--- src/rtl/ntc_pkg.sv ---
package ntc_pkg;

	// Numeric type codes.
	localparam logic [3:0] T_I8  = 4'd0;
	localparam logic [3:0] T_I16 = 4'd1;
	localparam logic [3:0] T_I32 = 4'd2;
	localparam logic [3:0] T_I64 = 4'd3;
	localparam logic [3:0] T_U8  = 4'd4;
	localparam logic [3:0] T_U16 = 4'd5;
	localparam logic [3:0] T_U32 = 4'd6;
	localparam logic [3:0] T_U64 = 4'd7;
	localparam logic [3:0] T_F32 = 4'd8;
	localparam logic [3:0] T_F64 = 4'd9;

	// Value classes.
	localparam logic [1:0] CLS_ZERO = 2'd0;
	localparam logic [1:0] CLS_FIN  = 2'd1;
	localparam logic [1:0] CLS_INF  = 2'd2;
	localparam logic [1:0] CLS_NAN  = 2'd3;

	// Status codes.
	localparam logic [2:0] ST_EXACT = 3'd0;
	localparam logic [2:0] ST_INEX  = 3'd1;
	localparam logic [2:0] ST_SAT   = 3'd2;
	localparam logic [2:0] ST_NAN   = 3'd3;
	localparam logic [2:0] ST_BAD   = 3'd4;

	// Decoded exact value: finite value is mant * 2^exp.
	typedef struct packed {
		logic               bad;
		logic [3:0]         tgt;
		logic [1:0]         cls;
		logic               neg;
		logic [63:0]        mant;
		logic signed [12:0] exp;
	} dec_t;

	// Normalized value: leading one at bit 63, e is the exponent of that bit.
	typedef struct packed {
		logic               bad;
		logic [3:0]         tgt;
		logic [1:0]         cls;
		logic               neg;
		logic [63:0]        nm;
		logic signed [12:0] e;
	} nrm_t;

	// Aligned significand with round and sticky bits.
	typedef struct packed {
		logic               bad;
		logic [3:0]         tgt;
		logic [1:0]         cls;
		logic               neg;
		logic [63:0]        m;
		logic               rbit;
		logic               sticky;
		logic signed [12:0] eo;
		logic               big;
	} aln_t;

	typedef struct packed {
		logic [63:0] result;
		logic [2:0]  status;
	} res_t;

endpackage

--- src/rtl/ntc_decode_stage.sv ---
module ntc_decode_stage import ntc_pkg::*; (
	input  logic        clk,
	input  logic        en,
	input  logic [3:0]  source_type,
	input  logic [63:0] source_bits,
	input  logic [3:0]  target_type,
	output dec_t        dec_s1
);

	dec_t d;
	logic [63:0] v;

	// Split the source into sign, significand and exponent.
	always_comb begin
		d = '0;
		v = '0;
		d.tgt = target_type;
		d.bad = (source_type > T_F64) || (target_type > T_F64);
		if (source_type == T_F32) begin
			d.neg = source_bits[31];
			if (source_bits[30:23] == 8'hff) begin
				d.cls = (source_bits[22:0] != '0) ? CLS_NAN : CLS_INF;
				d.mant = {source_bits[22:0], 41'd0};
			end else if (source_bits[30:23] == 8'h00) begin
				d.cls = (source_bits[22:0] != '0) ? CLS_FIN : CLS_ZERO;
				d.mant = {41'd0, source_bits[22:0]};
				d.exp = -13'sd149;
			end else begin
				d.cls = CLS_FIN;
				d.mant = {40'd0, 1'b1, source_bits[22:0]};
				d.exp = $signed({5'd0, source_bits[30:23]}) - 13'sd150;
			end
		end else if (source_type == T_F64) begin
			d.neg = source_bits[63];
			if (source_bits[62:52] == 11'h7ff) begin
				d.cls = (source_bits[51:0] != '0) ? CLS_NAN : CLS_INF;
				d.mant = {source_bits[51:0], 12'd0};
			end else if (source_bits[62:52] == 11'h000) begin
				d.cls = (source_bits[51:0] != '0) ? CLS_FIN : CLS_ZERO;
				d.mant = {12'd0, source_bits[51:0]};
				d.exp = -13'sd1074;
			end else begin
				d.cls = CLS_FIN;
				d.mant = {11'd0, 1'b1, source_bits[51:0]};
				d.exp = $signed({2'd0, source_bits[62:52]}) - 13'sd1075;
			end
		end else begin
			case (source_type[1:0])
				2'd0: v = {{56{source_bits[7] & ~source_type[2]}}, source_bits[7:0]};
				2'd1: v = {{48{source_bits[15] & ~source_type[2]}}, source_bits[15:0]};
				2'd2: v = {{32{source_bits[31] & ~source_type[2]}}, source_bits[31:0]};
				default: v = source_bits;
			endcase
			d.neg = ~source_type[2] & v[63];
			d.mant = d.neg ? (64'd0 - v) : v;
			d.cls = (v != '0) ? CLS_FIN : CLS_ZERO;
		end
	end

	always_ff @(posedge clk) begin
		if (en) begin
			dec_s1 <= d;
		end
	end

endmodule

--- src/rtl/ntc_norm_stage.sv ---
module ntc_norm_stage import ntc_pkg::*; (
	input  logic clk,
	input  logic en,
	input  dec_t dec_s1,
	output nrm_t nrm_s2
);

	logic [5:0] lz;
	nrm_t n;

	// Leading zero count of the significand.
	always_comb begin
		lz = 6'd0;
		for (int i = 0; i < 64; i++) begin
			if (dec_s1.mant[i]) begin
				lz = 6'(63 - i);
			end
		end
	end

	// Move the leading one to the top bit.
	always_comb begin
		n.bad = dec_s1.bad;
		n.tgt = dec_s1.tgt;
		n.cls = dec_s1.cls;
		n.neg = dec_s1.neg;
		n.nm = (dec_s1.cls == CLS_FIN) ? (dec_s1.mant << lz) : dec_s1.mant;
		n.e = dec_s1.exp + 13'sd63 - $signed({7'd0, lz});
	end

	always_ff @(posedge clk) begin
		if (en) begin
			nrm_s2 <= n;
		end
	end

endmodule

--- src/rtl/ntc_align_stage.sv ---
module ntc_align_stage import ntc_pkg::*; (
	input  logic clk,
	input  logic en,
	input  nrm_t nrm_s2,
	output aln_t aln_s3
);

	logic signed [13:0] sh_w;
	logic [6:0] sh;
	logic [6:0] ms;
	logic [63:0] lowmask;
	aln_t a;

	// Pick the right shift for the target and apply it with round and sticky.
	always_comb begin
		a.bad = nrm_s2.bad;
		a.tgt = nrm_s2.tgt;
		a.cls = nrm_s2.cls;
		a.neg = nrm_s2.neg;
		a.eo = nrm_s2.e;
		a.big = 1'b0;
		if (nrm_s2.tgt == T_F32) begin
			if (nrm_s2.e >= -13'sd126) begin
				sh_w = 14'sd40;
			end else begin
				sh_w = 14'sd40 + (-14'sd126 - 14'(nrm_s2.e));
				a.eo = -13'sd126;
			end
		end else if (nrm_s2.tgt == T_F64) begin
			if (nrm_s2.e >= -13'sd1022) begin
				sh_w = 14'sd11;
			end else begin
				sh_w = 14'sd11 + (-14'sd1022 - 14'(nrm_s2.e));
				a.eo = -13'sd1022;
			end
		end else begin
			sh_w = 14'sd63 - 14'(nrm_s2.e);
			a.big = nrm_s2.e > 13'sd63;
		end
		if (sh_w < 0) begin
			sh = 7'd0;
		end else if (sh_w > 14'sd127) begin
			sh = 7'd127;
		end else begin
			sh = sh_w[6:0];
		end
		ms = 7'd65 - sh;
		if (sh == 7'd0) begin
			lowmask = '0;
		end else if (sh >= 7'd65) begin
			lowmask = '1;
		end else begin
			lowmask = 64'hffff_ffff_ffff_ffff >> ms;
		end
		a.m = (sh >= 7'd64) ? 64'd0 : (nrm_s2.nm >> sh[5:0]);
		a.rbit = (sh != 7'd0) && (sh <= 7'd64) && nrm_s2.nm[6'(sh - 7'd1)];
		a.sticky = (nrm_s2.nm & lowmask) != '0;
	end

	always_ff @(posedge clk) begin
		if (en) begin
			aln_s3 <= a;
		end
	end

endmodule

--- src/rtl/ntc_round_stage.sv ---
module ntc_round_stage import ntc_pkg::*; (
	input  logic clk,
	input  logic en,
	input  aln_t aln_s3,
	output res_t res_s4
);

	logic [54:0] mr;
	logic signed [13:0] eb;
	logic signed [13:0] biased;
	logic [63:0] posmax;
	logic [63:0] negmax;
	logic [63:0] wm;
	logic [63:0] mag;
	logic over;
	logic inexact;
	logic is_f64;
	res_t r;

	// Round to nearest even for floats, saturate for integers, then pack.
	always_comb begin
		r = '0;
		is_f64 = aln_s3.tgt == T_F64;
		inexact = aln_s3.rbit | aln_s3.sticky;
		mr = {1'b0, aln_s3.m[53:0]} + 55'(aln_s3.rbit & (aln_s3.sticky | aln_s3.m[0]));
		eb = 14'(aln_s3.eo);
		if (is_f64 ? mr[53] : mr[24]) begin
			mr = mr >> 1;
			eb = eb + 14'sd1;
		end
		biased = (is_f64 ? mr[52] : mr[23]) ? (eb + (is_f64 ? 14'sd1023 : 14'sd127)) : 14'sd0;
		case (aln_s3.tgt[1:0])
			2'd0: wm = 64'h0000_0000_0000_00ff;
			2'd1: wm = 64'h0000_0000_0000_ffff;
			2'd2: wm = 64'h0000_0000_ffff_ffff;
			default: wm = '1;
		endcase
		posmax = aln_s3.tgt[2] ? wm : (wm >> 1);
		negmax = aln_s3.tgt[2] ? 64'd0 : ((wm >> 1) + 64'd1);
		mag = aln_s3.m;
		over = aln_s3.neg ? (mag > negmax) : (mag > posmax);
		if (aln_s3.bad) begin
			r.status = ST_BAD;
		end else if (aln_s3.tgt == T_F32) begin
			r.result[31] = aln_s3.neg;
			case (aln_s3.cls)
				CLS_ZERO: r.status = ST_EXACT;
				CLS_INF: r.result[30:23] = 8'hff;
				CLS_NAN: begin
					// The payload arrives shifted right by 40; keep its top bits.
					r.result[30:22] = 9'h1ff;
					r.result[21:0] = aln_s3.m[22:1];
				end
				default: begin
					if (biased >= 14'sd255) begin
						r.result[30:23] = 8'hff;
						r.status = ST_SAT;
					end else begin
						r.result[30:23] = biased[7:0];
						r.result[22:0] = mr[22:0];
						r.status = inexact ? ST_INEX : ST_EXACT;
					end
				end
			endcase
		end else if (is_f64) begin
			r.result[63] = aln_s3.neg;
			case (aln_s3.cls)
				CLS_ZERO: r.status = ST_EXACT;
				CLS_INF: r.result[62:52] = 11'h7ff;
				CLS_NAN: begin
					// The payload arrives shifted right by 11; keep its top bits.
					r.result[62:51] = 12'hfff;
					r.result[50:0] = aln_s3.m[51:1];
				end
				default: begin
					if (biased >= 14'sd2047) begin
						r.result[62:52] = 11'h7ff;
						r.status = ST_SAT;
					end else begin
						r.result[62:52] = biased[10:0];
						r.result[51:0] = mr[51:0];
						r.status = inexact ? ST_INEX : ST_EXACT;
					end
				end
			endcase
		end else begin
			case (aln_s3.cls)
				CLS_ZERO: r.status = ST_EXACT;
				CLS_NAN: r.status = ST_NAN;
				default: begin
					if (aln_s3.cls == CLS_INF || aln_s3.big || over) begin
						mag = aln_s3.neg ? negmax : posmax;
						r.status = ST_SAT;
					end else begin
						r.status = inexact ? ST_INEX : ST_EXACT;
					end
					r.result = (aln_s3.neg ? (64'd0 - mag) : mag) & wm;
				end
			endcase
		end
	end

	always_ff @(posedge clk) begin
		if (en) begin
			res_s4 <= r;
		end
	end

endmodule

--- src/rtl/numeric_type_converter.sv ---
// Converts one 64-bit raw value between signed and unsigned 8/16/32/64-bit
// integers and IEEE binary32/binary64. Float targets round to nearest even
// and overflow to infinity; integer targets truncate toward zero and
// saturate, and NaN to an integer gives zero. A type code above 9 gives a
// zero result with the bad-type status. The unit is a four-stage pipeline
// (decode, normalize, align, round and pack): it takes one transfer per
// cycle when the output side is not stalled. Each stage holds its item
// under back-pressure, so bubbles are squeezed out and nothing is lost.
module numeric_type_converter import ntc_pkg::*; (
	input  logic        clk,
	input  logic        arst_n,
	input  logic        s_tvalid,
	output logic        s_tready,
	// source_type[3:0], source_bits[67:4], target_type[71:68]
	input  logic [71:0] s_tdata,
	output logic        m_tvalid,
	input  logic        m_tready,
	// result_bits[63:0], status[66:64], zero fill above
	output logic [71:0] m_tdata
);

	logic v1_q, v2_q, v3_q, v4_q;
	logic en1, en2, en3, en4;
	dec_t dec_s1;
	nrm_t nrm_s2;
	aln_t aln_s3;
	res_t res_s4;

	// A stage loads when it is empty or its content moves on.
	assign en4 = ~v4_q | m_tready;
	assign en3 = ~v3_q | en4;
	assign en2 = ~v2_q | en3;
	assign en1 = ~v1_q | en2;
	assign s_tready = en1;

	// Valid bits travel with the data.
	always_ff @(posedge clk or negedge arst_n) begin
		if (!arst_n) begin
			v1_q <= 1'b0;
			v2_q <= 1'b0;
			v3_q <= 1'b0;
			v4_q <= 1'b0;
		end else begin
			if (en1) v1_q <= s_tvalid;
			if (en2) v2_q <= v1_q;
			if (en3) v3_q <= v2_q;
			if (en4) v4_q <= v3_q;
		end
	end

	ntc_decode_stage u_dec (
		.clk         (clk),
		.en          (en1),
		.source_type (s_tdata[3:0]),
		.source_bits (s_tdata[67:4]),
		.target_type (s_tdata[71:68]),
		.dec_s1      (dec_s1)
	);

	ntc_norm_stage u_nrm (
		.clk    (clk),
		.en     (en2),
		.dec_s1 (dec_s1),
		.nrm_s2 (nrm_s2)
	);

	ntc_align_stage u_aln (
		.clk    (clk),
		.en     (en3),
		.nrm_s2 (nrm_s2),
		.aln_s3 (aln_s3)
	);

	ntc_round_stage u_rnd (
		.clk    (clk),
		.en     (en4),
		.aln_s3 (aln_s3),
		.res_s4 (res_s4)
	);

	assign m_tvalid = v4_q;
	assign m_tdata = {5'd0, res_s4.status, res_s4.result};

endmodule

--- config.mk ---
export PLATFORM = sky130hd
export DESIGN_NAME = numeric_type_converter
export DESIGN_NICKNAME = d
export VERILOG_FILES = /design/src/rtl/ntc_pkg.sv /design/src/rtl/ntc_decode_stage.sv /design/src/rtl/ntc_norm_stage.sv /design/src/rtl/ntc_align_stage.sv /design/src/rtl/ntc_round_stage.sv /design/src/rtl/numeric_type_converter.sv
export SDC_FILE = /design/constraint.sdc
export NUM_CORES = 2
export LEC_CHECK = 0
export BUFFER_PORTS_ARGS = -buffer_cell sky130_fd_sc_hd__buf_2
export CORE_UTILIZATION = 35
export CTS_BUF_LIST = sky130_fd_sc_hd__clkbuf_16
export CTS_CLUSTER_SIZE = 10
export DETAILED_ROUTE_END_ITERATION = 8
export SYNTH_ARGS = -nofsm -noshare
export SYNTH_HDL_FRONTEND = slang
export SYNTH_SLANG_ARGS = --single-unit
--- constraint.sdc ---
create_clock -name clk -period 21 [get_ports clk]
set_input_delay 1.05 -clock clk [delete_from_list [all_inputs] [get_ports clk]]
set_output_delay 1.05 -clock clk [all_outputs]
set_load 0.005 [all_outputs]
-- Word-level counts from Yosys, hierarchy flattened
Cells that the tools add are included.
Widths: inputs -> output; s select.
- add/sub/neg operators: 17
- multipliers: 0
- divide/modulo/power cells: 0
- $lt $le $gt $ge: 15
- equal/unequal tests: 15
- shift operators: 3
- muxes and demuxes: 136
- bitwise operators: 18
- reduce and logical (&&, ||, !) cells: 22
- operator list (cell ; count):
    $mux 64 ; 18
    $mux 6 ; 64
    $pmux 64 s3 ; 2
    $mux 67 ; 2
    $and 64x64->64 ; 2
    $gt 64x64->1 ; 2
    $reduce_bool 64->1 ; 2
    $sub 1x64->64 const A ; 2
    $pmux 52 s2 ; 1
    $mux 13 ; 7
    $mux 14 ; 6
    $mux 80 ; 1
    $mux 66 ; 1
    $add 63x1->64 const B ; 1
    $shl 64x6->64 ; 1
    $shr 64x6->64 ; 1
    $shr 64x7->64 const A ; 1
    $add 54x54->54 ; 1
    $and 1x54->54 ; 1
    $mux 53 ; 1
    $mux 52 ; 1
    $reduce_bool 52->1 ; 1
    $pmux 23 s2 ; 1
    $mux 37 ; 1
    55 further kinds ; 105
- bits in registers: 329
- bits in latches: 0
- RAM bits: 0
- bits in read-only memories: 0
- bits of input ports: 76
- output and inout port bits: 74
- word-level logic and storage cells: 254
- memories: 0

-- Depth between registers and ports, before layout
- depth in word-level cells: 66
- mapped depth: 31
- gate-level depth less buffers: 25

-- Hierarchy
Synthesis repeated with hierarchy kept, for this count alone.
- cell total of the unflattened synthesis: 4924
- area total of the unflattened synthesis: 38490.7 um^2
- by module, submodules not included (module ; instances ; cells an instance ; area an instance (um^2) ; sequential area each (um^2)):
    ntc_round_stage ; 1 ; 1806 ; 12482.0 ; 2011.9
    ntc_align_stage ; 1 ; 1405 ; 10847.9 ; 2642.5
    ntc_norm_stage ; 1 ; 901 ; 8075.2 ; 2552.4
    ntc_decode_stage ; 1 ; 793 ; 6875.3 ; 2522.4
    numeric_type_converter ; 1 ; 19 ; 210.2 ; 100.1

-- Least setup slack after synthesis
OpenSTA, ideal clock, no wires.
- path kind: register to register
- from: reg, netlist name u_aln.aln_s3[84]
- to: reg, netlist name u_rnd.res_s4[37]
- library setup time: 261 ps
- arrival: 6524 ps
- required time: 20739 ps
- path slack: 14215 ps
- cell stages (with the launch flop): 26
- path buffers: 4
- clock period less this slack: 6785 ps
- path through: edfxtp_1 > clkbuf_1 > nand2_1 > ha_1 > a211oi_1 > o21ai_0 > a221oi_1 > nor4b_1 > a311oi_1 > nor2_1 > nor3_1 > nor2_1 > clkbuf_1 > clkbuf_1 > o21ai_0 > ha_1 > nand2_1 > or3_1 > or3_1 > or3_1 > a221o_2 > or3_1 > buf_2 > nand2_1 > xor2_1 > a221o_1
- cells in the longest elaborated chain, start to end: 17
- elaborated cells between the ends (all ways): 35
- classes of those cells: add/sub: 3; order compare: 3; eq/ne: 4; mux: 21; bitwise: 1; reduce/logical: 3
- RTL lines (item ; RTL line ; text):
    $eq 2x2->1 (tied with other cells) ; ntc_round_stage.sv:32 ; case (aln_s3.tgt[1:0])
    $pmux 64 s3 ; ntc_round_stage.sv:32 ;
    $add 63x1->64 ; ntc_round_stage.sv:39 ; negmax = aln_s3.tgt[2] ? 64'd0 : ((wm >> 1) + 64'd1);
    $mux 64 ; ntc_round_stage.sv:39 ;
    $gt 64x64->1 ; ntc_round_stage.sv:41 ; over = aln_s3.neg ? (mag > negmax) : (mag > posmax);
    $mux 1 ; ntc_round_stage.sv:41 ;
    $logic_or 1x1->1 ; ntc_round_stage.sv:91 ; if (aln_s3.cls == CLS_INF || aln_s3.big || over) begin
    $mux 64 ; ntc_round_stage.sv:91 ;
    $mux 64 ; ntc_round_stage.sv:87 ; case (aln_s3.cls)
    $mux 64 ; ntc_round_stage.sv:65 ; end else if (is_f64) begin
    $mux 64 ; ntc_round_stage.sv:44 ; end else if (aln_s3.tgt == T_F32) begin
    $mux 64 ; ntc_round_stage.sv:42 ; if (aln_s3.bad) begin
    $sub 1x64->64 ; ntc_round_stage.sv:97 ; r.result = (aln_s3.neg ? (64'd0 - mag) : mag) & wm;
    $mux 64 ; ntc_round_stage.sv:97 ;
    $and 64x64->64 ; ntc_round_stage.sv:97 ;
    $mux 64 ; ntc_round_stage.sv:87 ;
    $mux 67 ; ntc_round_stage.sv:65 ;
Several ways; a longest one is shown, not always the timed one. The select of a mux whose other input is x is not followed.
A chain may end at the register's enable or synchronous reset.

==> results.toml <==
[floorplanning]
io_pins = 150
core_sq_um = 102000
rows = 117
die_h_um = 324
start_util_pct = 35.5
fp.dieW_um = 324
die-area_sq_um = 105000

[clock_network]
cts_tree = "done"
clockBufferDepth = 3
ctsHoldBuffers = 0
ctsResizeCount = 0
cts-buffers-inserted = 42
post_cts_buffers = 0
cts_root_buf = "clkbuf_16"
clk_pin_slew_ps = 60
cts.sink_count = 328
htreeDepth = 2
clock_latency_ps = 640

[timing]
skew_ps = 57.0
worstMarginPinSlew_ps = 1240
fin_setup_tns_ps = 0
fin_crit_ps = 8170
setup-violations-final = 0
fmax_mhz = 122
finalHoldViolCount = 0
rsz0062_at_grt = "false"
finalCritPeriodShare_pct = 38.9
slew_headroom_pct = 14.9
finalMaxSlewViolations = 0

[placement]
gp_congestion = 0.980
numPortBuffers = 144
hpwlAfterDp_um = 113000

[yosys]
seq_area_frac_synth_pct = 27.0
syn_inst = 4616
synth_ff_type = "edfxtp_1"
yosysTopAreaCell = "edfxtp_1"
synth.distinct_cells = 105
ys_ff_latch = 328
synth_enable_flop_cells = 324
synthTopCellsByArea = "edfxtp_1, mux2i_1, nand2_1, a21oi_1, nor2_1"
synth_warnings = 0
syn_area_sq_um = 36400
synth_top_area_share_pct = 26.7
async_flop_share_pct = 1.22
syn_avg_cell_area_sq_um = 7.88

[global_routing]
grt-ovfl-total = 0
grt_pass1_wl_um = 231000
grt_use_total_pct = 27.9
antenna_found_initial = 2
grt_max_degree = 86
first_global_vias = 35600

[power_and_ir_drop]
power_density_nw_per_um2 = 144
finalPower_w = 0.00562
peakVddDrop_mv = 0.106
p_leak_nw = 14.5

[setup_path]
cp_max_fo = 49
timing.rr.start = "u_nrm.nrm_s2[2]$_DFFE_PP_"
cpMaxStageDelayCell = "a2111oi_0"
critPathMaxStageDelay_ps = 600
reg2regPathDepth = 23
required_ps = 21320
worst-setup-path-type = "reg2reg"
reg2reg_to = "u_aln.aln_s3[14]$_DFFE_PP_"
critPathLaunchType = "flop"
path_cells = "inv_1, ha_1, or4b_1, o311ai_2, nand2_1, o31ai_2, a31oi_1, a21oi_4, buf_4, inv_2, ha_1, inv_1, ha_1, inv_1, nand2_1, o21ai_0, a21oi_1, nor4_1, o21ai_0, or4_1, a2111oi_0, nand3b_1, a31oi_1"
reg2reg_slack_ps = 12830
end_kind = "flop"
worstPathArrival_ps = 8480

[routing]
drc = 0
finalWirelength_um = 154000
drt_iter0_drc = 6164
routedWlPerCell_um = 26.3
dr.pass1.iters = 7
vias = 39000
routed_via_density = 6.66
final_antenna_net_count = 0

[finish]
finalNetCount = 4661
drive_gt1_share_pct = 9.63
fill_cells = 10500
area_growth_pct = 7.47

[status]
status = "finished clean"

[hold_path]
worst_hold_path_type = "in2async"

[run]
cap_violations = 0
==> layer usage <==
metal,vias up,global-route usage [%],wire [um]
met3,463,4.34,14700
met1,18700,37.1,61500
li1,17300,-,-
met2,2543,44.3,70100
met4,0,12.9,7810
met5,-,0,0
==> worst max-delay path by stage <==
stage / start / to / cells after the start
floorplan: u_aln.aln_s3[84]$_DFFE_PP_ / u_rnd.res_s4[37]$_SDFFCE_PP0P_ / 25
global placement: u_nrm.nrm_s2[1]$_DFFE_PP_ / u_aln.aln_s3[14]$_DFFE_PP_ / 23
detailed placement: u_nrm.nrm_s2[1]$_DFFE_PP_ / u_aln.aln_s3[14]$_DFFE_PP_ / 23
CTS: u_nrm.nrm_s2[1]$_DFFE_PP_ / u_aln.aln_s3[14]$_DFFE_PP_ / 23
global route: u_nrm.nrm_s2[2]$_DFFE_PP_ / u_aln.aln_s3[14]$_DFFE_PP_ / 23
finish: u_nrm.nrm_s2[2]$_DFFE_PP_ / u_aln.aln_s3[14]$_DFFE_PP_ / 23
==> synthesized netlist by cell type (19+ instances only) <==
cell type,instances
nand2_1,542
nor2_1,411
a21oi_1,371
mux2i_1,327
edfxtp_1,324
clkbuf_1,321
o21ai_0,306
nand3_1,157
nor3_1,132
ha_1,114
a31oi_1,79
inv_1,77
xnor2_1,77
a211oi_1,75
a221oi_1,74
nor4_1,66
o211ai_1,62
and3_1,59
nand4_1,59
a22oi_1,57
buf_2,47
xor2_1,47
or3_1,46
mux2_2,44
o31ai_1,44
and2_1,41
buf_1,41
o22ai_1,39
nand2b_1,38
a221o_1,32
nor2b_1,29
or2_2,26
a21o_1,23
a22o_1,22
a311oi_1,22
o221ai_1,22
or4_1,20
mux4_2,19
==> cell families after synthesis <==
group           Yosys count  share of synthesized area [%]
simple gates           1705                           22.5
buf+inv                 505                           5.52
compound gates         1446                           26.4
xor+xnor                124                           2.99
fa+ha+maj               115                           3.98
mux                     391                           11.6
flops                   328                           27.0
other cells               2                         0.0206
==> report_power, final <==
group / internal, W / leakage (nW) / switching (W)
sequential: 0.000995 / 3.49 / 0.000524
clock: 0.000386 / 0.615 / 0.000296
combinational: 0.00120 / 10.4 / 0.00222
total: 0.00259 / 14.5 / 0.00304
==> layout make-up <==
class	instances	area (sq um)	share of cell area [%]
clock buffer	42	1050	2.69
antenna	4	10.0	0.0256
clock inverter	20	181	0.464
sequential	328	9830	25.1
inverter	85	319	0.816
timing repair buffer	225	1330	3.40
multi-input combinational	3788	24700	63.1
tap	1368	1710	4.38
==> stage by stage <==
| stage | instances | hold slack (ps) | worst slack [ps] | utilization [%] | area, sq um |
|---|---|---|---|---|---|
| 5_1_grt | 5856 | 225 | 12410 | 38.2 | 39100 |
| 3_5_place_dp | 5794 | 407 | 13010 | 37.0 | 37800 |
| 4_1_cts | 5856 | 224 | 13010 | 38.2 | 39100 |
| 6_report | 5860 | 259 | 12830 | 38.2 | 39100 |
| 2_1_floorplan | 4621 | 400 | 14220 | - | 36400 |
| 3_3_place_gp | 5794 | 405 | 13370 | 37.0 | 37800 |
==> worst max-delay path: cells and delay by family (launching register included) <==
| family | cells | cell delay, ps |
|---|---|---|
| compound gates | 9 | 2730 |
| simple gates | 6 | 1760 |
| buf+inv | 5 | 1740 |
| fa+ha+maj | 3 | 1060 |
| flops | 1 | 520 |
==> flip-flops by register name, summed over array words and instances, names as in the netlist <==
| signal | cells |
|---|---|
| u_dec.dec_s1 | 84 |
| u_aln.aln_s3 | 88 |
| v2_q | 1 |
| u_rnd.res_s4 | 67 |
| m_tvalid | 1 |
| v3_q | 1 |
| v1_q | 1 |
| u_nrm.nrm_s2 | 85 |
==> layout by cell type, fill, tap and decap left out, types with 59 or more instances in the layout <==
cell type,instances
a211oi_1,75
a21oi_1,369
a221oi_1,74
a31oi_1,78
and3_1,59
buf_2,144
buf_4,81
edfxtp_1,324
ha_1,114
inv_1,79
mux2i_1,327
nand2_1,539
nand3_1,156
nand4_1,59
nor2_1,409
nor3_1,129
nor4_1,66
o211ai_1,62
o21ai_0,306
xnor2_1,77
No activity file was read; power rests on OpenSTA's default activity.
